`config.mk`:
```
export PLATFORM = sky130hd
export DESIGN_NAME = bfs_dot
export DESIGN_NICKNAME = d
export VERILOG_FILES = /design/src/rtl/core/bfs_pkg.sv /design/src/rtl/core/bfs_dot.sv
export SDC_FILE = /design/constraint.sdc
export NUM_CORES = 2
export LEC_CHECK = 0
export ABC_AREA = 1
export BUFFER_PORTS_ARGS = -buffer_cell sky130_fd_sc_hd__buf_2
export CAP_MARGIN = 20
export CORE_MARGIN = 5
export CORE_UTILIZATION = 30
export DETAILED_ROUTE_END_ITERATION = 10
export GPL_TIMING_DRIVEN = 0
export PLACE_DENSITY = 0.54
export SLEW_MARGIN = 20
export SYNTH_ARGS = -nofsm -noshare
export SYNTH_HDL_FRONTEND = slang
export SYNTH_SLANG_ARGS = --single-unit
```
`constraint.sdc`:
```
create_clock -name clock -period 9.06 [get_ports clock]
set_input_delay 1.812 -clock clock [delete_from_list [all_inputs] [get_ports clock]]
set_output_delay 1.812 -clock clock [all_outputs]
set_load 0.02 [all_outputs]
```
`src/rtl/core/bfs_pkg.sv`:
```
// Shared constants, types and fixed-point helpers for the biased factor SGD block.
`default_nettype none

package bfs_pkg;

   // Table geometry
   localparam int NUM_USERS   = 65536;
   localparam int NUM_ITEMS   = 32768;
   localparam int NUM_FACTORS = 32;
   localparam int ROW         = NUM_FACTORS + 1;   // bias at slot 0, factors after it
   localparam int SLOT_W      = $clog2(ROW);
   localparam int UIDX_W      = $clog2(NUM_USERS);
   localparam int IIDX_W      = $clog2(NUM_ITEMS);
   localparam int UMEM_DEPTH  = NUM_USERS * ROW;
   localparam int IMEM_DEPTH  = NUM_ITEMS * ROW;
   localparam int UADDR_W     = $clog2(UMEM_DEPTH);
   localparam int IADDR_W     = $clog2(IMEM_DEPTH);

   // Field widths
   localparam int W          = 32;
   localparam int FRAC_W     = 16;
   localparam int MUL_A_W    = 33;
   localparam int MULQ_W     = MUL_A_W + W - FRAC_W;
   localparam int SUM_W      = 56;
   localparam int ACC_W      = MULQ_W + $clog2(ROW) + 2;
   localparam int PRED_W     = 19;
   localparam int ERR_W      = 20;
   localparam int RATE_W     = 16;
   localparam int RATING_W   = 3;
   localparam int ENTRY_W    = 6;
   localparam int CSR_W      = 19;
   localparam int CSR_IDX_W  = 3;

   // Fixed-point constants
   localparam logic [PRED_W-1:0] ONE_Q  = PRED_W'(65536);
   localparam logic [PRED_W-1:0] FIVE_Q = PRED_W'(327680);
   localparam int                ERR_LIM = 262144;
   localparam logic signed [MUL_A_W+W-1:0] HALF_Q = (MUL_A_W+W)'(32768);
   localparam logic signed [SUM_W-1:0] S32_MAX = SUM_W'(2147483647);
   localparam logic signed [SUM_W-1:0] S32_MIN = -S32_MAX - SUM_W'(1);

   // Register indexes and reset values
   localparam logic [CSR_IDX_W-1:0] CSR_MEAN_RATING  = CSR_IDX_W'(0);
   localparam logic [CSR_IDX_W-1:0] CSR_BIAS_RATE    = CSR_IDX_W'(1);
   localparam logic [CSR_IDX_W-1:0] CSR_FACTOR_RATE  = CSR_IDX_W'(2);
   localparam logic [CSR_IDX_W-1:0] CSR_BIAS_DECAY   = CSR_IDX_W'(3);
   localparam logic [CSR_IDX_W-1:0] CSR_FACTOR_DECAY = CSR_IDX_W'(4);
   localparam logic [PRED_W-1:0]    MEAN_RESET  = '0;
   localparam logic [RATE_W-1:0]    RATE_RESET  = RATE_W'(524);
   localparam logic [RATE_W-1:0]    DECAY_RESET = RATE_W'(655);

   typedef enum logic [1:0] {
      CMD_TRAIN     = 2'd0,
      CMD_PREDICT   = 2'd1,
      CMD_LOAD_USER = 2'd2,
      CMD_LOAD_ITEM = 2'd3
   } cmd_type;

   typedef enum logic [2:0] {
      ST_IDLE,
      ST_DOT,
      ST_DOT_WAIT,
      ST_UPD,
      ST_UPD_WAIT
   } state_type;

   // Read data beat returning from both table memories
   typedef struct packed {
      logic              dot;
      logic              upd;
      logic [SLOT_W-1:0] slot;
   } beat_type;

   // Write-back request from the update pipeline
   typedef struct packed {
      logic                 en;
      logic [SLOT_W-1:0]    slot;
      logic signed [W-1:0]  data;
   } wr_type;

   // Control from the sequencer to the prediction unit
   typedef struct packed {
      logic clear;
      logic finish;
      logic train;
      logic many;
   } dot_ctl_type;

   // Q15.16 product rounded half up: floor((a*b + 2^15) / 2^16)
   function automatic logic signed [MULQ_W-1:0] mulq(input logic signed [MUL_A_W-1:0] a,
                                                      input logic signed [W-1:0] b);
      logic signed [MUL_A_W+W-1:0] p;
      p = a * b;
      p = p + HALF_Q;
      return p[MUL_A_W+W-1:FRAC_W];
   endfunction

   // Saturate to the signed 32-bit range
   function automatic logic signed [W-1:0] sat32(input logic signed [SUM_W-1:0] x);
      logic signed [W-1:0] r;
      if (x > S32_MAX) begin
         r = S32_MAX[W-1:0];
      end else if (x < S32_MIN) begin
         r = S32_MIN[W-1:0];
      end else begin
         r = x[W-1:0];
      end
      return r;
   endfunction

endpackage

`default_nettype wire

```
`src/rtl/core/bfs_dot.sv`:
```
// Prediction unit: accumulates mean, biases and factor products, then clamps and forms the error.
`default_nettype none

module bfs_dot (
   input  wire logic                           clock,
   input  wire logic                           reset,
   input  wire bfs_pkg::dot_ctl_type           ctl,
   input  wire bfs_pkg::beat_type              beat,
   input  wire logic signed [bfs_pkg::W-1:0]   rd_user,
   input  wire logic signed [bfs_pkg::W-1:0]   rd_item,
   input  wire logic [bfs_pkg::PRED_W-1:0]     mean,
   input  wire logic [bfs_pkg::RATING_W-1:0]   rating,
   output logic                                pending,
   output logic                                strobe_ff,
   output logic [bfs_pkg::PRED_W-1:0]          pred_ff,
   output logic signed [bfs_pkg::ERR_W-1:0]    err_ff
);

   import bfs_pkg::*;

   localparam int DIFF_W = PRED_W + 3;

   logic                       term_v_ff;
   logic signed [MULQ_W-1:0]   term_ff;
   logic signed [MULQ_W-1:0]   term_in;
   logic signed [ACC_W-1:0]    acc_ff;
   logic [PRED_W-1:0]          pred_in;
   logic signed [DIFF_W-1:0]   diff;
   logic signed [ERR_W-1:0]    err_in;

   // Form one term: biases on slot 0, a factor product otherwise when many is set, else zero
   always_comb begin
      if (beat.slot == '0) begin
         term_in = MULQ_W'(rd_user) + MULQ_W'(rd_item);
      end else if (ctl.many) begin
         term_in = mulq(MUL_A_W'(rd_user), rd_item);
      end else begin
         term_in = '0;
      end
   end

   always_ff @(posedge clock) begin
      if (reset) begin
         term_v_ff <= 1'b0;
      end else begin
         term_v_ff <= beat.dot;
      end
   end

   // Hold the term, then accumulate it onto the mean
   always_ff @(posedge clock) begin
      term_ff <= term_in;
      if (ctl.clear) begin
         acc_ff <= ACC_W'(mean);
      end else if (term_v_ff) begin
         acc_ff <= acc_ff + ACC_W'(term_ff);
      end
   end

   // Clamp to [1, 5] and form the saturated error, forced to zero unless training
   always_comb begin
      if (acc_ff < signed'(ACC_W'(ONE_Q))) begin
         pred_in = ONE_Q;
      end else if (acc_ff > signed'(ACC_W'(FIVE_Q))) begin
         pred_in = FIVE_Q;
      end else begin
         pred_in = acc_ff[PRED_W-1:0];
      end
      diff = signed'(DIFF_W'({rating, FRAC_W'(0)})) - signed'(DIFF_W'(pred_in));
      if (diff > DIFF_W'(ERR_LIM)) begin
         err_in = ERR_W'(ERR_LIM);
      end else if (diff < -DIFF_W'(ERR_LIM)) begin
         err_in = -ERR_W'(ERR_LIM);
      end else begin
         err_in = diff[ERR_W-1:0];
      end
      if (!ctl.train) begin
         err_in = '0;
      end
   end

   always_ff @(posedge clock) begin
      if (ctl.finish) begin
         pred_ff <= pred_in;
         err_ff  <= err_in;
      end
   end

   always_ff @(posedge clock) begin
      if (reset) begin
         strobe_ff <= 1'b0;
      end else begin
         strobe_ff <= ctl.finish;
      end
   end

   assign pending = beat.dot | term_v_ff;

endmodule

`default_nettype wire

```
==> results.md <==
* Die height at just over 400 µm
* Maximum clock path buffer count at 2
* Cell mode on critical path: fa_1
* CP arrival at just over 9000 ps
* Post-synth EDFFs at 58
* Via-per-instance ratio at about 4.8
* Seq/Total Area, Yosys at 0.07299
* Synth Instances at 6194
* Worst-skew pair later-pin latency at roughly 450 ps
* WP data required at ~9400 ps
* Clk sinks at 147
* Buf/Inv on CP at 6
* Post-route minimum period at ~9000 ps
* Reg-to-reg startpoint: acc_ff[2]
* Avg WL per Cell at roughly 23 µm
* Max-slew violations at 0
* Final setup viols at 0
* Total track usage at 0.2322
* First-pass GRT wire length at between 200000 and 300000 µm
* Reg2reg end: err_ff[16]
* Area post-placement at a little over 0.05 mm²
* Area of the multi-input gates at between 0.03 and 0.04 mm²
* Status: completed
* # hold bufs at CTS at 0
* Die Area at roughly 0.17 mm²
* Hpwl dp at around 160000 µm
* Unrepaired setup endpoints after global routing: yes
* Slew @ Worst Pin at roughly 950 ps
* Post-route cell area at around 0.054 mm²
* Starting density of the core at 0.3013
* Hold Vio Cnt, Final at 0
* Avg Cell Area, Syn at about 7.8 µm²
* CTS Buf Count at 17
* Drt pass-1 iters at 6
* Hold depth at 2
* CTS HTree Levels at 4
* Yosys warns at 0
* DRC violation count after routing at 0
* Final wirelength at a little under 200000 µm
* Total I/O pin count at between 100 and 150
* WS Path Type: input pin to flip-flop
* Syn_nets at ~7700
* Post-Syn Area at slightly below 0.05 mm²
* Clock Pin Slew Worst Setup and Hold Paths at roughly 70 ps
* R2r setup slk at about 4800 ps
* Min-delay src: acc_ff[51]
* DR iter-0 viols at ~4000
* TritonCTS clock tree: done
* Grt ovf at 0
* Hold Path End: acc_ff[51]
* Final GP Congestion at about 1.0
* Antenna Nets Post-Route at 0
* Port buffer count at 138
* Nets at between 7000 and 8000
* Fin crit share at 0.9948
* CORE AREA at around 0.16 mm²
* Layout cell share with drive strength beyond 1 at 0.08674
* Fillers at 17030
* Total of max-cap violations at 0
* Clock skew at about 11 ps
* Site Rows at 147
* Vias in the first global route at 43240
* Ys async rst share at 0
* Sequential Area at between 0.003 and 0.004 mm²
* HP Class: flip-flop to flip-flop
* Crit path largest cell delay at 590 ps
* Post-synthesis cell type count at 52
* #FFs+latches synth at roughly 150
* Slowest-stage cell, CP: fa_1
* Die Width at a little over 400 µm
* Prevailing post-synth register cell: dfxtp_1
* Via count at 41440
* Slew headroom at 0.3569
* Fmax at roughly 0.11 GHz
* CP Launch Type: input pin
* Worst reg2reg path depth at 24
* Initial antenna violation count at 15
* Root buf cell: clkbuf_16
* Pin count of the biggest net entering global routing at 41
* Worst-path fanout max at 10
* Synthesis-to-finish area growth at 12.24%
* Delay-heaviest family, CP: adder cells
* Endpoint type of the worst setup path: flip-flop
## synthesized netlist by cell type, drive strengths merged, types with 12 or more instances
cell type,n,share of area
or2,30,0.0039
ha,271,0.070
xnor2,31,0.0056
a31oi,39,0.0051
fa,1092,0.45
xor2,42,0.0076
clkbuf,216,0.017
dfxtp,89,0.037
o211ai,21,0.0039
edfxtp,58,0.036
inv,1767,0.14
o21ai,219,0.023
o21a,18,0.0028
nand2,1441,0.11
a21o,12,0.0019
nor2,370,0.030
a21oi,250,0.026
nand3,105,0.011
nor3,31,0.0033
## cells by family (layout without fill, tap and decap cells)
kind of cell | count (synthesis) | in the layout | synth area share
and+or+nand+nor | 2009 | 2009 | 0.1646
buffers and inverters | 1996 | 2189 | 0.1560
adders and majority gates | 1363 | 1363 | 0.5231
AOI/OAI and AO/OA | 606 | 606 | 0.06998
DFF | 147 | 147 | 0.07299
xor gates and xnor gates | 73 | 73 | 0.01325
other | 0 | 7 | 0
## final cells by class
cell class / count / share of cell area
Clock inverter: 14 / 0.003141
Tap cell: 2160 / 0.04988
Multi-Input combinational cell: 4051 / 0.6960
Inverter: 1770 / 0.1229
Sequential cell: 147 / 0.06503
Antenna cell: 7 / 0.0003233
Buffer: 224 / 0.03598
Timing Repair Buffer: 163 / 0.01887
Clock buffer: 18 / 0.007921
## per-stage QoR
stage            util  worst slack [ps]  cells  setup TNS [ps]  hold WS, ps
6_report       0.3382             47.20   8554               0        533.7
5_1_grt        0.3381            -89.70   8547          -156.8        556.2
4_1_cts        0.3329             1.383   8542               0        536.4
3_5_place_dp   0.3230             -2308   8497          -49320        516.2
3_3_place_gp   0.3225             -2970   8492          -63790        511.0
2_1_floorplan       -             11.51   6194               0        475.0
## registers in the layout, summed over array words and instances (netlist names)
| register | flops |
|---|---|
| acc_ff | 57 |
| err_ff | 20 |
| pred_ff | 19 |
| strobe_ff | 1 |
| term_ff | 49 |
| term_v_ff | 1 |
## worst max path at each step
stage	from	end	slack (ps)	cells after the start
6_report	rd_user[27]	term_ff[41]	50	27
5_1_grt	rd_user[24]	term_ff[47]	-90	30
4_1_cts	rd_user[12]	term_ff[47]	1	29
3_5_place_dp	rd_user[31]	term_ff[45]	-2310	25
3_3_place_gp	rd_user[31]	term_ff[45]	-2970	25
2_1_floorplan	rd_user[31]	term_ff[47]	10	25
## worst reg2reg max path: cells and delay by family, from the launching register on
family | cells | cell delay (ps)
AOI/OAI and AO/OA | 1 | 340
buffers and inverters | 5 | 740
DFF | 1 | 560
and+or+nand+nor | 17 | 2040
adders and majority gates | 1 | 340
## cells in the final DEF, fill, tap and decap left out, types with 15 or more instances in the layout
cell type | synthesis | routed
nor2_1 | 353 | 344
fa_2 | 0 | 25
buf_4 | 2 | 42
fa_1 | 1092 | 1067
nand3_1 | 102 | 101
buf_2 | 1 | 125
clkbuf_1 | 216 | 33
xor2_1 | 42 | 42
o211ai_1 | 15 | 15
inv_1 | 1766 | 1758
buf_12 | 0 | 16
clkbuf_2 | 0 | 52
o21a_1 | 18 | 18
dfxtp_1 | 89 | 89
nand2_1 | 1439 | 1432
nor2_2 | 17 | 25
o21ai_0 | 218 | 207
nor3_1 | 30 | 25
clkbuf_4 | 0 | 33
clkbuf_16 | 0 | 18
a31oi_1 | 39 | 38
buf_6 | 4 | 49
ha_1 | 271 | 243
a21oi_1 | 250 | 237
or2_2 | 29 | 29
edfxtp_1 | 58 | 58
buf_8 | 0 | 21
xnor2_1 | 31 | 31
## routing by layer
metal,GRT usage,vias to the layer above,share of wire
li1,-,18320,-
met1,0.3109,20840,0.41
met2,0.3604,1839,0.43
met3,0.04467,423,0.089
met4,0.1137,12,0.063
met5,0,-,0.00037
## timing repair
item	CTS	global route
gates resized for setup	350	361
pin swaps	4	19
buffers inserted	15	5
endpoints found under the setup margin	34	23
Power is not shown: default switching activity piles up to over one toggle a cycle in this logic, so the estimate is an artifact.
