**src/rtl/core/bfs_ram.sv**
```systemverilog
// Generic single-write, single-read synchronous RAM with registered read data.
`default_nettype none

module bfs_ram #(
   parameter int DEPTH = 2,
   parameter int WIDTH = 32,
   localparam int ADDR_W = $clog2(DEPTH)
) (
   input  wire logic              clock,
   input  wire logic              we,
   input  wire logic [ADDR_W-1:0] waddr,
   input  wire logic [WIDTH-1:0]  wdata,
   input  wire logic              re,
   input  wire logic [ADDR_W-1:0] raddr,
   output logic      [WIDTH-1:0]  rdata_ff
);

   logic [WIDTH-1:0] mem [DEPTH];

   // Write port
   always_ff @(posedge clock) begin
      if (we) begin
         mem[waddr] <= wdata;
      end
   end

   // Read port, registered read data
   always_ff @(posedge clock) begin
      if (re) begin
         rdata_ff <= mem[raddr];
      end
   end

endmodule

`default_nettype wire

```
**config.mk**
```make
export PLATFORM = sky130hd
export DESIGN_NAME = bfs_ram
export DESIGN_NICKNAME = d
export VERILOG_FILES = /design/src/rtl/core/bfs_ram.sv
export SDC_FILE = /design/constraint.sdc
export NUM_CORES = 1
export LEC_CHECK = 0
export BUFFER_PORTS_ARGS = -buffer_cell sky130_fd_sc_hd__buf_2
export CAP_MARGIN = 5
export CORE_MARGIN = 2
export CORE_UTILIZATION = 40
export CTS_CLUSTER_SIZE = 10
export DETAILED_ROUTE_END_ITERATION = 16
export PLACE_DENSITY = 0.7
export SLEW_MARGIN = 20
export SYNTH_ARGS = -nofsm -noshare
export SYNTH_HDL_FRONTEND = slang
export SYNTH_SLANG_ARGS = --single-unit
```
**constraint.sdc**
```tcl
create_clock -name clock -period 6 [get_ports clock]
set_input_delay 0 -clock clock [delete_from_list [all_inputs] [get_ports clock]]
set_output_delay 0 -clock clock [all_outputs]
set_load 0.02 [all_outputs]
```
==> impl_results.rst, run 1 <==
.. list-table::
   :header-rows: 1

   * - Metric
     - Value
   * - Area of the placeable core
     - 0.00826 sq mm
   * - Clock Sinks
     - 96
   * - Fraction of layout instances using a drive strength above 1
     - 0.480
   * - Most area-hungry cell type in the Yosys netlist
     - sky130_fd_sc_hd__edfxtp_1
   * - Headroom to the max-slew limit
     - 0.311
   * - End of the worst register-to-register path
     - rdata_ff[4]$_DFFE_PP_
   * - Setup slack on the worst flop-to-flop path
     - 5.09 ns
   * - Sequential area share after synthesis
     - 0.838
   * - Remaining antenna violation count after routing
     - 0
   * - H-tree depth
     - 3
   * - Initial detailed-routing violation count
     - 38
   * - Final number of max-transition violations
     - 0
   * - First-pass detailed-route iteration total
     - 4
   * - Port buffer count
     - 68
   * - Highest layer used for signal routing
     - met4
   * - Detailed-route wire length per cell
     - 14.5 um
   * - Number of rows created at floorplan
     - 33
   * - Endpoint of the worst hold path
     - mem[0][10]$_DFFE_PP_
   * - Yosys Warn Count
     - 0
   * - Count of different cell masters after synthesis
     - 7
   * - Unrepaired setup endpoints after global routing
     - false
   * - Crit path time final
     - 1.09 ns
   * - Root buffer selected by CTS
     - sky130_fd_sc_hd__clkbuf_8
   * - Leading post-synthesis cells by cell area
     - sky130_fd_sc_hd__edfxtp_1 84%, sky130_fd_sc_hd__mux2_4 13%, sky130_fd_sc_hd__buf_12 1.7%
   * - Weighted congestion at the end of routability-driven global placement
     - 0.646
   * - Class of the most critical hold timing path
     - in2reg
   * - TritonCTS clock tree
     - done
   * - Die width
     - between 90 and 100 um
   * - TritonCTS Buffers
     - 9
   * - Post-route DRC violation count
     - 0
   * - Required time of the critical path
     - 6.10 ns
   * - Leading cell types in the layout, fill and taps excluded
     - 96 x sky130_fd_sc_hd__edfxtp_1, 68 x sky130_fd_sc_hd__buf_2, 32 x sky130_fd_sc_hd__dlygate4sd3_1, 30 x sky130_fd_sc_hd__mux2_4, 9 x sky130_fd_sc_hd__clkbuf_8
   * - Largest fanout on the critical path
     - 32
   * - Initial standard-cell utilization of the core
     - 0.417
   * - Later-pin clock latency in the skew report
     - 0.35 ns
   * - Commonest non-fill, non-tap cell in the layout
     - sky130_fd_sc_hd__edfxtp_1
   * - Number of standard cells in the final layout excluding fillers
     - 351
   * - Fill cells
     - 672
   * - Share of the synthesized area in the top cell type
     - 0.838
   * - Setup violators final
     - 0
   * - Met2 routed wirelength
     - 2.70 mm
   * - Hold path startpoint
     - waddr
   * - Worst setup EP type
     - register
   * - Critical path startpoint category
     - input pin
   * - Worst hold stages
     - 2
   * - Total via count in the routed design
     - 1,559
   * - Net count of the mapped netlist
     - approximately 170
   * - Clock transition at the registers of the reported paths
     - 0.09 ns
   * - Total of cells resized after clock tree synthesis
     - 0
   * - Via-per-instance ratio
     - 4.44
   * - Number of global-route vias before repair
     - 1,768
   * - Synth-to-Final Area Change
     - 28.3%
   * - Number of violations of the max-capacitance limit
     - 0
   * - Reg-to-reg startpoint
     - mem[1][4]$_DFFE_PP_
   * - Sum of routed wire segments on met1
     - 2.03 mm
   * - Amount of wire on met3 after detailed routing
     - 337 um
   * - Worst path arrival time
     - approximately 1.2 ns
   * - Total detailed-routing wirelength
     - 5.10 mm
   * - Maximum root-to-sink buffer count
     - 2
   * - Vert. Die Dim
     - 96.7 um
   * - Die footprint
     - 0.00936 sq mm
   * - Kind of cell with the highest combined delay on the critical path
     - buffers and inverters
   * - Worst supply voltage drop on vdd
     - 0.000203 V
   * - Register bit total from synthesis
     - 96
   * - Maximum clock frequency
     - 914 MHz
   * - Final #Nets
     - between 200 and 300
   * - Actual slew at the worst max-slew pin
     - 1.03 ns
   * - Total Neg Setup Slack
     - 0 ns
   * - Slowest cell on the critical path
     - sky130_fd_sc_hd__buf_2
   * - Share of the clock period used by the worst path after layout
     - 0.182
   * - Gate Count Post-Synth
     - 134
   * - Areal power density over the cells
     - 320 mW/mm^2
   * - CP Class
     - in2reg
   * - I/O pin total
     - 69
   * - Final Hold Violating Endpoints
     - 0
   * - Leakage power figure
     - roughly 1.7 nW
   * - Outcome
     - completed
   * - Cells along the critical path
     - buf_2 -> mux2_2
   * - Combined buffer and inverter count along the critical path
     - 1
   * - Maximum number of pins on one net before global-route repair
     - 33
   * - Count of cells along the worst register-to-register path
     - 1
   * - Number of antenna violations at the first check in global routing
     - 0
   * - Total gr overflow
     - 0
   * - Clock skew after layout
     - roughly 0.0059 ns
   * - Start point of the critical path
     - raddr
   * - Number of buffers inserted by post-CTS setup repair
     - 0
   * - Cell area after synthesis
     - 0.00344 sq mm
   * - Antenna cell count
     - 0
   * - Overall track demand over capacity in global routing
     - 0.117
   * - Placed insts
     - 303
   * - Global-route wire length before repair
     - 8.29 mm
   * - Post-synthesis average cell area
     - 25.7 sq um
   * - Delay contributed by the slowest stage of the critical path
     - 0.77 ns
synthesized netlist by cell type, drive strengths merged:
cell / n
edfxtp: 96
mux2: 32
buf: 4
and2: 1
nor2b: 1
area by class of cell:
| cell class | count | area [sq um] | share of cell area |
|---|---|---|---|
| Sequential cell | 96 | 2880 | 0.653 |
| Timing Repair Buffer | 100 | 661 | 0.150 |
| Multi-Input combinational cell | 34 | 494 | 0.112 |
| Tap cell | 105 | 131 | 0.0298 |
| Clock buffer | 9 | 124 | 0.0281 |
| Clock inverter | 7 | 119 | 0.0269 |
metrics by stage:
| stage | total power (W) | area [sq um] | utilization | hold slack [ns] | worst slack, ns |
|---|---|---|---|---|---|
| 2_1_floorplan | 0.000885 | 3440 | - | 0.0989 | 4.12 |
| 5_1_grt | 0.00147 | 4410 | 0.534 | 0.151 | 4.86 |
| 6_report | 0.00141 | 4410 | 0.534 | 0.140 | 4.91 |
| 3_3_place_gp | 0.000919 | 3850 | 0.466 | 0.187 | 4.54 |
| 4_1_cts | 0.00143 | 4410 | 0.534 | 0.138 | 4.91 |
| 3_5_place_dp | 0.000924 | 3850 | 0.466 | 0.191 | 4.51 |
per-layer routing:
layer | track usage | vias up
met5 | 0 | -
met4 | 0.0358 | 0
met3 | 0.0535 | 3
met2 | 0.210 | 51
met1 | 0.123 | 759
li1 | - | 746
flip-flops by register name (all words and copies together), names as in the netlist:
signal / cells
mem: 64
rdata_ff: 32
cells by family after synthesis:
group	count (synthesis)	synth area share
buffers and inverters	4	0.0207
and+or+nand+nor	2	0.00364
DFF	96	0.838
muxes	32	0.138
power by group:
part	switching [W]	internal [W]	total [W]
Sequential	0.0000115	0.000792	0.000803
Combinational	0.0000575	0.0000613	0.000119
Clock	0.000212	0.000277	0.000489
Total	0.000281	0.00113	0.00141
repair_timing:
item | 4_1_cts | 5_1_grt
hold buffers | 32 | 0
endpoints found under the setup margin | 0 | 0
hold endpoints to repair | 64 | 0
worst max-delay path by stage:
stage | slack [ns] | to | depth (start not counted)
2_1_floorplan | 4.12 | mem[0][0]$_DFFE_PP_ | 1
3_3_place_gp | 4.54 | rdata_ff[29]$_DFFE_PP_ | 2
3_5_place_dp | 4.51 | rdata_ff[29]$_DFFE_PP_ | 2
4_1_cts | 4.91 | rdata_ff[29]$_DFFE_PP_ | 2
5_1_grt | 4.86 | rdata_ff[30]$_DFFE_PP_ | 2
6_report | 4.91 | rdata_ff[30]$_DFFE_PP_ | 2
Power figures use the tool's default switching activity.
==> inputs of run 2 (changes only) <==
==> constraint.sdc (replaced) <==
create_clock -name clock -period 1.09 [get_ports clock]
set_input_delay 0 -clock clock [delete_from_list [all_inputs] [get_ports clock]]
set_output_delay 0 -clock clock [all_outputs]
set_load 0.02 [all_outputs]
==> run 2 against run 1 <==
Against the previous run:
- combinational power increased to 5.9 times the previous value
- clock power increased to 4.4 times the previous value
- count of clock-buffer cells in the layout is 1 higher
- worst hold slack worse by 0.036 ns
- via count up 1.3%
- worst setup slack got worse by 4.7 ns
- final area up 1.4%
- global-route usage about the same
- first-iteration DRC count grew 66%
- clock skew decreased by 0.0012 ns
- largest cell class unchanged
- largest power group unchanged
- highest routed layer unchanged
==> impl_results.rst, run 2 (same netlist as run 1, synthesis figures left out) <==
.. list-table::
   :header-rows: 1

   * - Metric
     - Value
   * - Outcome
     - completed (unchanged)
   * - Worst setup EP type
     - primary output (was register)
   * - Clock skew after layout
     - 0.00478 ns (was 0.00594 ns)
   * - Clock transition at the registers of the reported paths
     - 0.08 ns (was 0.09 ns)
   * - Global-route wire length before repair
     - 8.17 mm (was 8.29 mm)
   * - End-of-flow core utilization
     - 0.542 (was 0.534)
   * - Final number of max-transition violations
     - 0 (unchanged)
   * - Cells along the critical path
     - buf_2 (was buf_2 -> mux2_2)
   * - Post-DP HPWL
     - 3.23 mm
   * - CP Class
     - reg2out (was in2reg)
   * - Placed cell areas
     - 0.00396 sq mm (was 0.00385 sq mm)
   * - Weighted congestion at the end of routability-driven global placement
     - 0.708 (was 0.646)
   * - Die width
     - 96.7 um (unchanged)
   * - Highest layer used for signal routing
     - met4 (unchanged)
   * - Clk pwr share
     - 0.297 (was 0.347)
   * - Total via count in the routed design
     - 1,580 (was 1,559)
   * - Crit path time final
     - 0.922 ns
   * - Actual slew at the worst max-slew pin
     - 0.194 ns (was 1.03 ns)
   * - Leading cell types in the layout, fill and taps excluded
     - 96 x sky130_fd_sc_hd__edfxtp_1, 68 x sky130_fd_sc_hd__buf_2, 32 x sky130_fd_sc_hd__dlygate4sd3_1, 30 x sky130_fd_sc_hd__mux2_4, 9 x sky130_fd_sc_hd__clkbuf_8 (unchanged)
   * - Vert. Die Dim
     - 96.7 um (unchanged)
   * - Registers with the most flip-flops
     - mem (64), rdata_ff (32) (unchanged)
   * - Remaining antenna violation count after routing
     - 0 (unchanged)
   * - Later-pin clock latency in the skew report
     - 0.35 ns (about the same)
   * - Setup slack after placement
     - 0.131 ns (was 4.51 ns)
   * - Initial detailed-routing violation count
     - 63 (was 38)
   * - Leakage power figure
     - 1.73 nW (was 1.70 nW)
   * - Setup violators final
     - 0 (unchanged)
   * - Worst path arrival time
     - 0.92 ns (was 1.20 ns)
   * - First-pass detailed-route iteration total
     - 4 (unchanged)
   * - Total gr overflow
     - 0 (unchanged)
   * - Number of violations of the max-capacitance limit
     - 0 (unchanged)
   * - Synth-to-Final Area Change
     - 30.0% (was 28.3%)
   * - Areal power density over the cells
     - 1630 mW/mm^2 (was 320 mW/mm^2)
   * - Critical path startpoint category
     - register (was input pin)
   * - Worst-case setup margin in the final layout
     - 0.168 ns (was 4.91 ns)
   * - Sum of routed wire segments on met1
     - 2.13 mm (was 2.03 mm)
   * - Via-per-instance ratio
     - 4.41 (was 4.44)
   * - Flip-flop count of the largest register after layout
     - 64 (unchanged)
   * - Port buffer count
     - 68 (unchanged)
   * - Headroom to the max-slew limit
     - 0.871 (was 0.311)
   * - H-tree depth
     - 3 (unchanged)
   * - Register bank with the most flops
     - mem (unchanged)
   * - Worst supply voltage drop on vdd
     - 0.000875 V (was 0.000203 V)
   * - Fraction of layout instances using a drive strength above 1
     - 0.482 (was 0.480)
   * - Required time of the critical path
     - 1.09 ns (was 6.10 ns)
   * - Largest fanout on the critical path
     - 1 (was 32)
   * - Portion of total power attributed to sequential cells
     - 0.607 (was 0.569)
   * - Final Hold Violating Endpoints
     - 0 (unchanged)
   * - Final #Nets
     - 285 (was 278)
   * - Die footprint
     - 0.00936 sq mm (unchanged)
   * - Kind of cell with the highest combined delay on the critical path
     - flip-flops (was buffers and inverters)
   * - Delay contributed by the slowest stage of the critical path
     - 0.40 ns (was 0.77 ns)
   * - Total of cells resized after clock tree synthesis
     - 0 (unchanged)
   * - TritonCTS Buffers
     - 9 (unchanged)
   * - Internal Dissipation
     - 0.00578 W (was 0.00113 W)
   * - Area of the placeable core
     - 0.00826 sq mm (unchanged)
   * - Net switching share of the total power
     - 0.206 (was 0.199)
   * - Share of the clock period used by the worst path after layout
     - 0.846
   * - Amount of wire on met3 after detailed routing
     - 268 um (was 337 um)
   * - Maximum clock frequency
     - 1080 MHz
   * - Class of the most critical hold timing path
     - in2reg (unchanged)
   * - Met2 routed wirelength
     - 2.72 mm (was 2.70 mm)
   * - Total Neg Setup Slack
     - 0 ns (unchanged)
   * - Maximum number of pins on one net before global-route repair
     - 33 (unchanged)
   * - Total detailed-routing wirelength
     - 5.19 mm (was 5.10 mm)
   * - Combined buffer and inverter count along the critical path
     - 1 (unchanged)
   * - Number of global-route vias before repair
     - 1,592 (was 1,768)
   * - Overall track demand over capacity in global routing
     - 0.118 (was 0.117)
   * - Slowest cell on the critical path
     - sky130_fd_sc_hd__edfxtp_1 (was sky130_fd_sc_hd__buf_2)
   * - Commonest non-fill, non-tap cell in the layout
     - sky130_fd_sc_hd__edfxtp_1 (unchanged)
   * - Net Sw Power
     - 0.00150 W (was 0.000281 W)
   * - Detailed-route wire length per cell
     - 14.5 um (about the same)
   * - Initial standard-cell utilization of the core
     - 0.417 (unchanged)
   * - Antenna cell count
     - 0 (unchanged)
   * - Clock Sinks
     - 96 (unchanged)
   * - Post-route DRC violation count
     - 0 (unchanged)
   * - Number of buffers inserted by post-CTS setup repair
     - 0 (unchanged)
   * - I/O pin total
     - 69 (unchanged)
   * - TritonCTS clock tree
     - done (unchanged)
   * - Final std cell area, no fill
     - 0.00447 sq mm (was 0.00441 sq mm)
   * - Maximum root-to-sink buffer count
     - 2 (unchanged)
   * - Root buffer selected by CTS
     - sky130_fd_sc_hd__clkbuf_8 (unchanged)
   * - Proportion of power drawn by combinational gates
     - 0.097 (was 0.084)
   * - Number of antenna violations at the first check in global routing
     - 0 (unchanged)
   * - Number of rows created at floorplan
     - 33 (unchanged)
   * - Unrepaired setup endpoints after global routing
     - false (unchanged)
==> run 2: worst paths after layout <==
| kind | to | cells past startpoint | start | slack (ns) |
|---|---|---|---|---|
| worst max register to register | rdata_ff[1]$_DFFE_PP_ | 1 | mem[0][1]$_DFFE_PP_ | 0.18 |
| worst max-delay path | rdata_ff[9] | 1 | rdata_ff[9]$_DFFE_PP_ | 0.17 |
| worst min-delay path | rdata_ff[30]$_DFFE_PP_ | 2 | raddr | 0.10 |
| worst min register to register | rdata_ff[8]$_DFFE_PP_ | 1 | mem[0][8]$_DFFE_PP_ | 0.55 |
==> run 2: layer usage <==
layer | up-vias | global-route usage
li1 | 763 | -
met1 | 755 | 0.136
met2 | 55 | 0.196
met3 | 7 | 0.0491
met4 | 0 | 0.0455
met5 | - | 0
==> run 2: repair_timing <==
item                                   4_1_cts  5_1_grt
setup endpoints to repair                    0        0
hold buffers                                32        0
endpoints found under the hold margin       64        0
==> run 2: per-stage QoR <==
| stage | hold WS [ns] | std cells | total power, W |
|---|---|---|---|
| finish | 0.104 | 358 | 0.00728 |
| global route | 0.0913 | 358 | 0.00759 |
| CTS | 0.0894 | 358 | 0.00738 |
| detailed placement | 0.192 | 310 | 0.00513 |
| global placement | 0.189 | 310 | 0.00511 |
| floorplan | 0.0989 | 134 | 0.00487 |
==> run 2: final cells by class <==
type / count / area, sq um
multi-input cells: 34 / 494
flip-flops and latches: 96 / 2880
fillers: 666 / 3790
clock inverters: 6 / 60.1
clock buffers: 10 / 128
well taps: 105 / 131
repair buffers: 107 / 776
==> run 2: power groups by stage <==
stage               Combinational [W]  Clock [W]  Sequential, W
floorplan                    0.000260          0        0.00461
global placement             0.000614          0        0.00449
detailed placement           0.000626          0        0.00451
CTS                          0.000716    0.00225        0.00442
global route                 0.000753    0.00240        0.00444
finish                       0.000703    0.00216        0.00442
==> inputs of run 3 (changes only) <==
--- a/config.mk
+++ b/config.mk
@@ -5,13 +5,14 @@
 export SDC_FILE = /design/constraint.sdc
 export NUM_CORES = 1
 export LEC_CHECK = 0
+export ABC_AREA = 1
 export BUFFER_PORTS_ARGS = -buffer_cell sky130_fd_sc_hd__buf_2
 export CAP_MARGIN = 5
 export CORE_MARGIN = 2
 export CORE_UTILIZATION = 40
 export CTS_CLUSTER_SIZE = 10
 export DETAILED_ROUTE_END_ITERATION = 16
-export PLACE_DENSITY = 0.7
+export PLACE_DENSITY = 0.73
 export SLEW_MARGIN = 20
 export SYNTH_ARGS = -nofsm -noshare
 export SYNTH_HDL_FRONTEND = slang
==> constraint.sdc (replaced) <==
create_clock -name clock -period 0.8 [get_ports clock]
set_input_delay 0 -clock clock [delete_from_list [all_inputs] [get_ports clock]]
set_output_delay 0 -clock clock [all_outputs]
set_load 0.02 [all_outputs]
==> run 3 against run 2 <==
Against the previous run:
- synthesized cell count grew 52%
- the flow now finishes with violations (negative setup slack)
- total power grew 36%
- combinational power grew 38%
- clock power grew 33%
- utilization grew 1.2 points
- largest power group unchanged
==> impl_results.rst, run 3 <==
.. list-table::
   :header-rows: 1

   * - Metric
     - Value
   * - Area of the placeable core
     - 0.00822 sq mm (was 0.00826 sq mm)
   * - Final Hold Violating Endpoints
     - 0 (unchanged)
   * - Leading cell types in the layout, fill and taps excluded
     - 96 x sky130_fd_sc_hd__edfxtp_1, 86 x sky130_fd_sc_hd__nand2_1, 50 x sky130_fd_sc_hd__buf_2, 32 x sky130_fd_sc_hd__dlygate4sd3_1, 18 x sky130_fd_sc_hd__buf_6 (was 96 x sky130_fd_sc_hd__edfxtp_1, 68 x sky130_fd_sc_hd__buf_2, 32 x sky130_fd_sc_hd__dlygate4sd3_1, 30 x sky130_fd_sc_hd__mux2_4, 9 x sky130_fd_sc_hd__clkbuf_8)
   * - Net switching share of the total power
     - 0.210 (was 0.206)
   * - Global-route wire length before repair
     - 8.19 mm (was 8.17 mm)
   * - Class of the most critical hold timing path
     - in2reg (unchanged)
   * - Worst path arrival time
     - 0.93 ns (was 0.92 ns)
   * - Total power
     - 0.00988 W (was 0.00728 W)
   * - Initial detailed-routing violation count
     - 72 (was 63)
   * - Net Sw Power
     - 0.00207 W (was 0.00150 W)
   * - Setup slack after placement
     - -0.113 ns (was 0.131 ns)
   * - Setup violators final
     - 32 (was 0)
   * - Worst setup EP type
     - primary output (unchanged)
   * - Total Neg Setup Slack
     - -2.38 ns (was 0 ns)
   * - Antenna cell count
     - 0 (unchanged)
   * - Async S/R FF share, synth
     - 0 (unchanged)
   * - Headroom to the max-slew limit
     - 0.851 (was 0.871)
   * - Remaining antenna violation count after routing
     - 0 (unchanged)
   * - TritonCTS Buffers
     - 9 (unchanged)
   * - Final number of max-transition violations
     - 0 (unchanged)
   * - Weighted congestion at the end of routability-driven global placement
     - 0.617 (was 0.708)
   * - Areal power density over the cells
     - 2170 mW/mm^2 (was 1630 mW/mm^2)
   * - Post-synthesis average cell area
     - 16.6 sq um (was 25.7 sq um)
   * - Area fraction in and, or, nand and nor cells after synthesis
     - 0.116 (was 0.00364)
   * - Number of rows created at floorplan
     - 33 (unchanged)
   * - First-pass detailed-route iteration total
     - 4 (unchanged)
   * - Largest fanout on the critical path
     - 1 (unchanged)
   * - Unrepaired setup endpoints after global routing
     - true (was false)
   * - Proportion of power drawn by combinational gates
     - 0.099 (was 0.097)
   * - Count of different cell masters after synthesis
     - 9 (was 7)
   * - Final #Nets
     - 353 (was 285)
   * - Number of buffers inserted by post-CTS setup repair
     - 0 (unchanged)
   * - Internal Dissipation
     - 0.00781 W (was 0.00578 W)
   * - Clock skew after layout
     - 0.00751 ns (was 0.00478 ns)
   * - Actual slew at the worst max-slew pin
     - 0.224 ns (was 0.194 ns)
   * - Post-route DRC violation count
     - 0 (unchanged)
   * - TritonCTS clock tree
     - done (unchanged)
   * - Worst supply voltage drop on vdd
     - 0.000717 V (was 0.000875 V)
   * - Sequential area share after synthesis
     - 0.850 (was 0.838)
   * - Later-pin clock latency in the skew report
     - 0.34 ns (was 0.35 ns)
   * - Gate Count Post-Synth
     - 204 (was 134)
   * - Post-synth top flop
     - sky130_fd_sc_hd__edfxtp_1 (unchanged)
   * - Leading post-synthesis cells by cell area
     - sky130_fd_sc_hd__edfxtp_1 85%, sky130_fd_sc_hd__nand2_1 9.6%, sky130_fd_sc_hd__nand2_2 1.8% (was sky130_fd_sc_hd__edfxtp_1 84%, sky130_fd_sc_hd__mux2_4 13%, sky130_fd_sc_hd__buf_12 1.7%)
   * - Worst-case setup margin in the final layout
     - -0.126 ns (was 0.168 ns)
   * - Leakage power figure
     - 1.82 nW (was 1.73 nW)
   * - Flip-flop count of the largest register after layout
     - 64 (unchanged)
   * - Xor and xnor fraction of the mapped netlist area
     - 0 (unchanged)
   * - I/O pin total
     - 69 (unchanged)
   * - Yosys Warn Count
     - 0 (unchanged)
   * - Maximum root-to-sink buffer count
     - 2 (unchanged)
   * - Outcome
     - finished, violations left (was completed)
   * - Most frequent cells after synthesis
     - 96 x sky130_fd_sc_hd__edfxtp_1, 87 x sky130_fd_sc_hd__nand2_1, 10 x sky130_fd_sc_hd__nand2_2 (was 96 x sky130_fd_sc_hd__edfxtp_1, 30 x sky130_fd_sc_hd__mux2_4, 3 x sky130_fd_sc_hd__buf_12)
   * - Most area-hungry cell type in the Yosys netlist
     - sky130_fd_sc_hd__edfxtp_1 (unchanged)
   * - Share of the synthesized area in the top cell type
     - 0.850 (was 0.838)
   * - Detailed-route wire length per cell
     - 12.8 um (was 14.5 um)
   * - Fraction of layout instances using a drive strength above 1
     - 0.322 (was 0.482)
   * - CP Class
     - reg2out (unchanged)
   * - Crit path time final
     - 0.926 ns
   * - H-tree depth
     - 3 (unchanged)
   * - Vert. Die Dim
     - 96.1 um (was 96.7 um)
   * - Critical path startpoint category
     - register (unchanged)
   * - Synthesized-area fraction occupied by ao, oa, aoi and oai cells
     - 0 (unchanged)
   * - Register bit total from synthesis
     - 96 (unchanged)
   * - Overall track demand over capacity in global routing
     - 0.125 (was 0.118)
   * - Cells along the critical path
     - buf_6 (was buf_2)
   * - Total gr overflow
     - 0 (unchanged)
   * - Number of standard cells in the final layout excluding fillers
     - 425 (was 358)
   * - Synth-to-Final Area Change
     - 34.3% (was 30.0%)
   * - Via-per-instance ratio
     - 4.34 (was 4.41)
   * - Slowest cell on the critical path
     - sky130_fd_sc_hd__edfxtp_1 (unchanged)
   * - Commonest non-fill, non-tap cell in the layout
     - sky130_fd_sc_hd__edfxtp_1 (unchanged)
   * - Clk pwr share
     - 0.290 (was 0.297)
   * - Required time of the critical path
     - 0.80 ns (was 1.09 ns)
   * - Clock Sinks
     - 96 (unchanged)
   * - Violated checks
     - negative setup slack
   * - Clock transition at the registers of the reported paths
     - 0.08 ns (about the same)
   * - Number of global-route vias before repair
     - 1,769 (was 1,592)
   * - Root buffer selected by CTS
     - sky130_fd_sc_hd__clkbuf_8 (unchanged)
   * - Placed insts
     - 378 (was 310)
   * - Combined buffer and inverter count along the critical path
     - 1 (unchanged)
   * - Smallest hold slack
     - 0.0722 ns (was 0.104 ns)
   * - Share of the clock period used by the worst path after layout
     - 1.16
   * - Multiplexer area fraction after synthesis
     - 0 (was 0.138)
   * - Maximum number of pins on one net before global-route repair
     - 33 (unchanged)
   * - Main combinational cell family by area after synthesis
     - simple AND/OR/NAND/NOR gates (was multiplexers)
   * - Register bank with the most flops
     - mem (unchanged)
   * - Net count of the mapped netlist
     - 241 (was 171)
   * - Number of violations of the max-capacitance limit
     - 0 (unchanged)
   * - Port buffer count
     - 68 (unchanged)
   * - Registers with the most flip-flops
     - mem (64), rdata_ff (32) (unchanged)
   * - Initial standard-cell utilization of the core
     - 0.413 (was 0.417)
   * - EDFF count, synth
     - 96 (unchanged)
   * - Number of antenna violations at the first check in global routing
     - 0 (unchanged)
   * - Post-Synth Adder-Cell Area
     - 0 (unchanged)
   * - Most used standard cell by instance count after synthesis
     - sky130_fd_sc_hd__edfxtp_1 (unchanged)
   * - Delay contributed by the slowest stage of the critical path
     - 0.43 ns (was 0.40 ns)
   * - Die footprint
     - 0.00923 sq mm (was 0.00936 sq mm)
   * - Die width
     - 96.1 um (was 96.7 um)
   * - Portion of total power attributed to sequential cells
     - 0.611 (was 0.607)
   * - Total detailed-routing wirelength
     - 5.43 mm (was 5.19 mm)
   * - Total via count in the routed design
     - 1,844 (was 1,580)
   * - Cell area after synthesis
     - 0.00339 sq mm (was 0.00344 sq mm)
   * - Post-DP HPWL
     - 3.48 mm (was 3.23 mm)
   * - Kind of cell with the highest combined delay on the critical path
     - flip-flops (unchanged)
   * - Maximum clock frequency
     - 1080 MHz
## run 3: area by class of cell
class	count	area [sq um]
fillers	673	3660
repair buffers	108	908
inverters	3	35.0
multi-input cells	98	417
clock inverters	4	46.3
clock buffers	11	131
well taps	105	131
flip-flops and latches	96	2880
## run 3: kinds of logic (layout without fill, tap and decap cells)
group                  after synthesis  in the layout
AND/OR/NAND/NOR                     98             98
flip-flops                          96             96
buffers and inverters               10            126
## run 3: stage by stage
step                utilization  instance area [sq um]
finish                    0.554                   4550
global route              0.554                   4550
CTS                       0.543                   4460
detailed placement        0.480                   3940
global placement          0.480                   3940
floorplan                     -                   3430
## run 3: path summary, 6_finish.rpt
kind                                               end  cells after the start  slack (ns)                   start
worst min-delay path            rdata_ff[20]$_DFFE_PP_                      2        0.07                      re
worst max-delay path                      rdata_ff[25]                      1       -0.13  rdata_ff[25]$_DFFE_PP_
worst min register to register  rdata_ff[25]$_DFFE_PP_                      2        0.52    mem[0][25]$_DFFE_PP_
worst max register to register  rdata_ff[27]$_DFFE_PP_                      2        0.04    mem[1][27]$_DFFE_PP_
## run 3: worst reg2reg max path: stages, from the launching register on
cell                       delay (ns)
sky130_fd_sc_hd__edfxtp_1        0.38
sky130_fd_sc_hd__nand2_1         0.09
sky130_fd_sc_hd__nand2_1         0.05
## run 3: power by group through the flow
stage	clock, W	combinational, W	sequential (W)
after global routing	0.00312	0.00107	0.00607
after CTS	0.00293	0.000929	0.00602
final	0.00287	0.000973	0.00604
after floorplan	0	0.000273	0.00628
after global placement	0	0.000768	0.00612
after detailed placement	0	0.000793	0.00613
## run 3: metal layers
metal	global-route usage	wire, um
met2	0.214	2800
met1	0.145	2190
met3	0.0305	300
met4	0.0679	133
met5	0	0
## run 3: timing repair
action                                 in CTS  in global routing
pin swaps                                   0                  2
endpoints found under the hold margin      64                  0
gates resized for setup                     8                 28
setup endpoints to repair                  32                 35
hold buffers                               32                  0
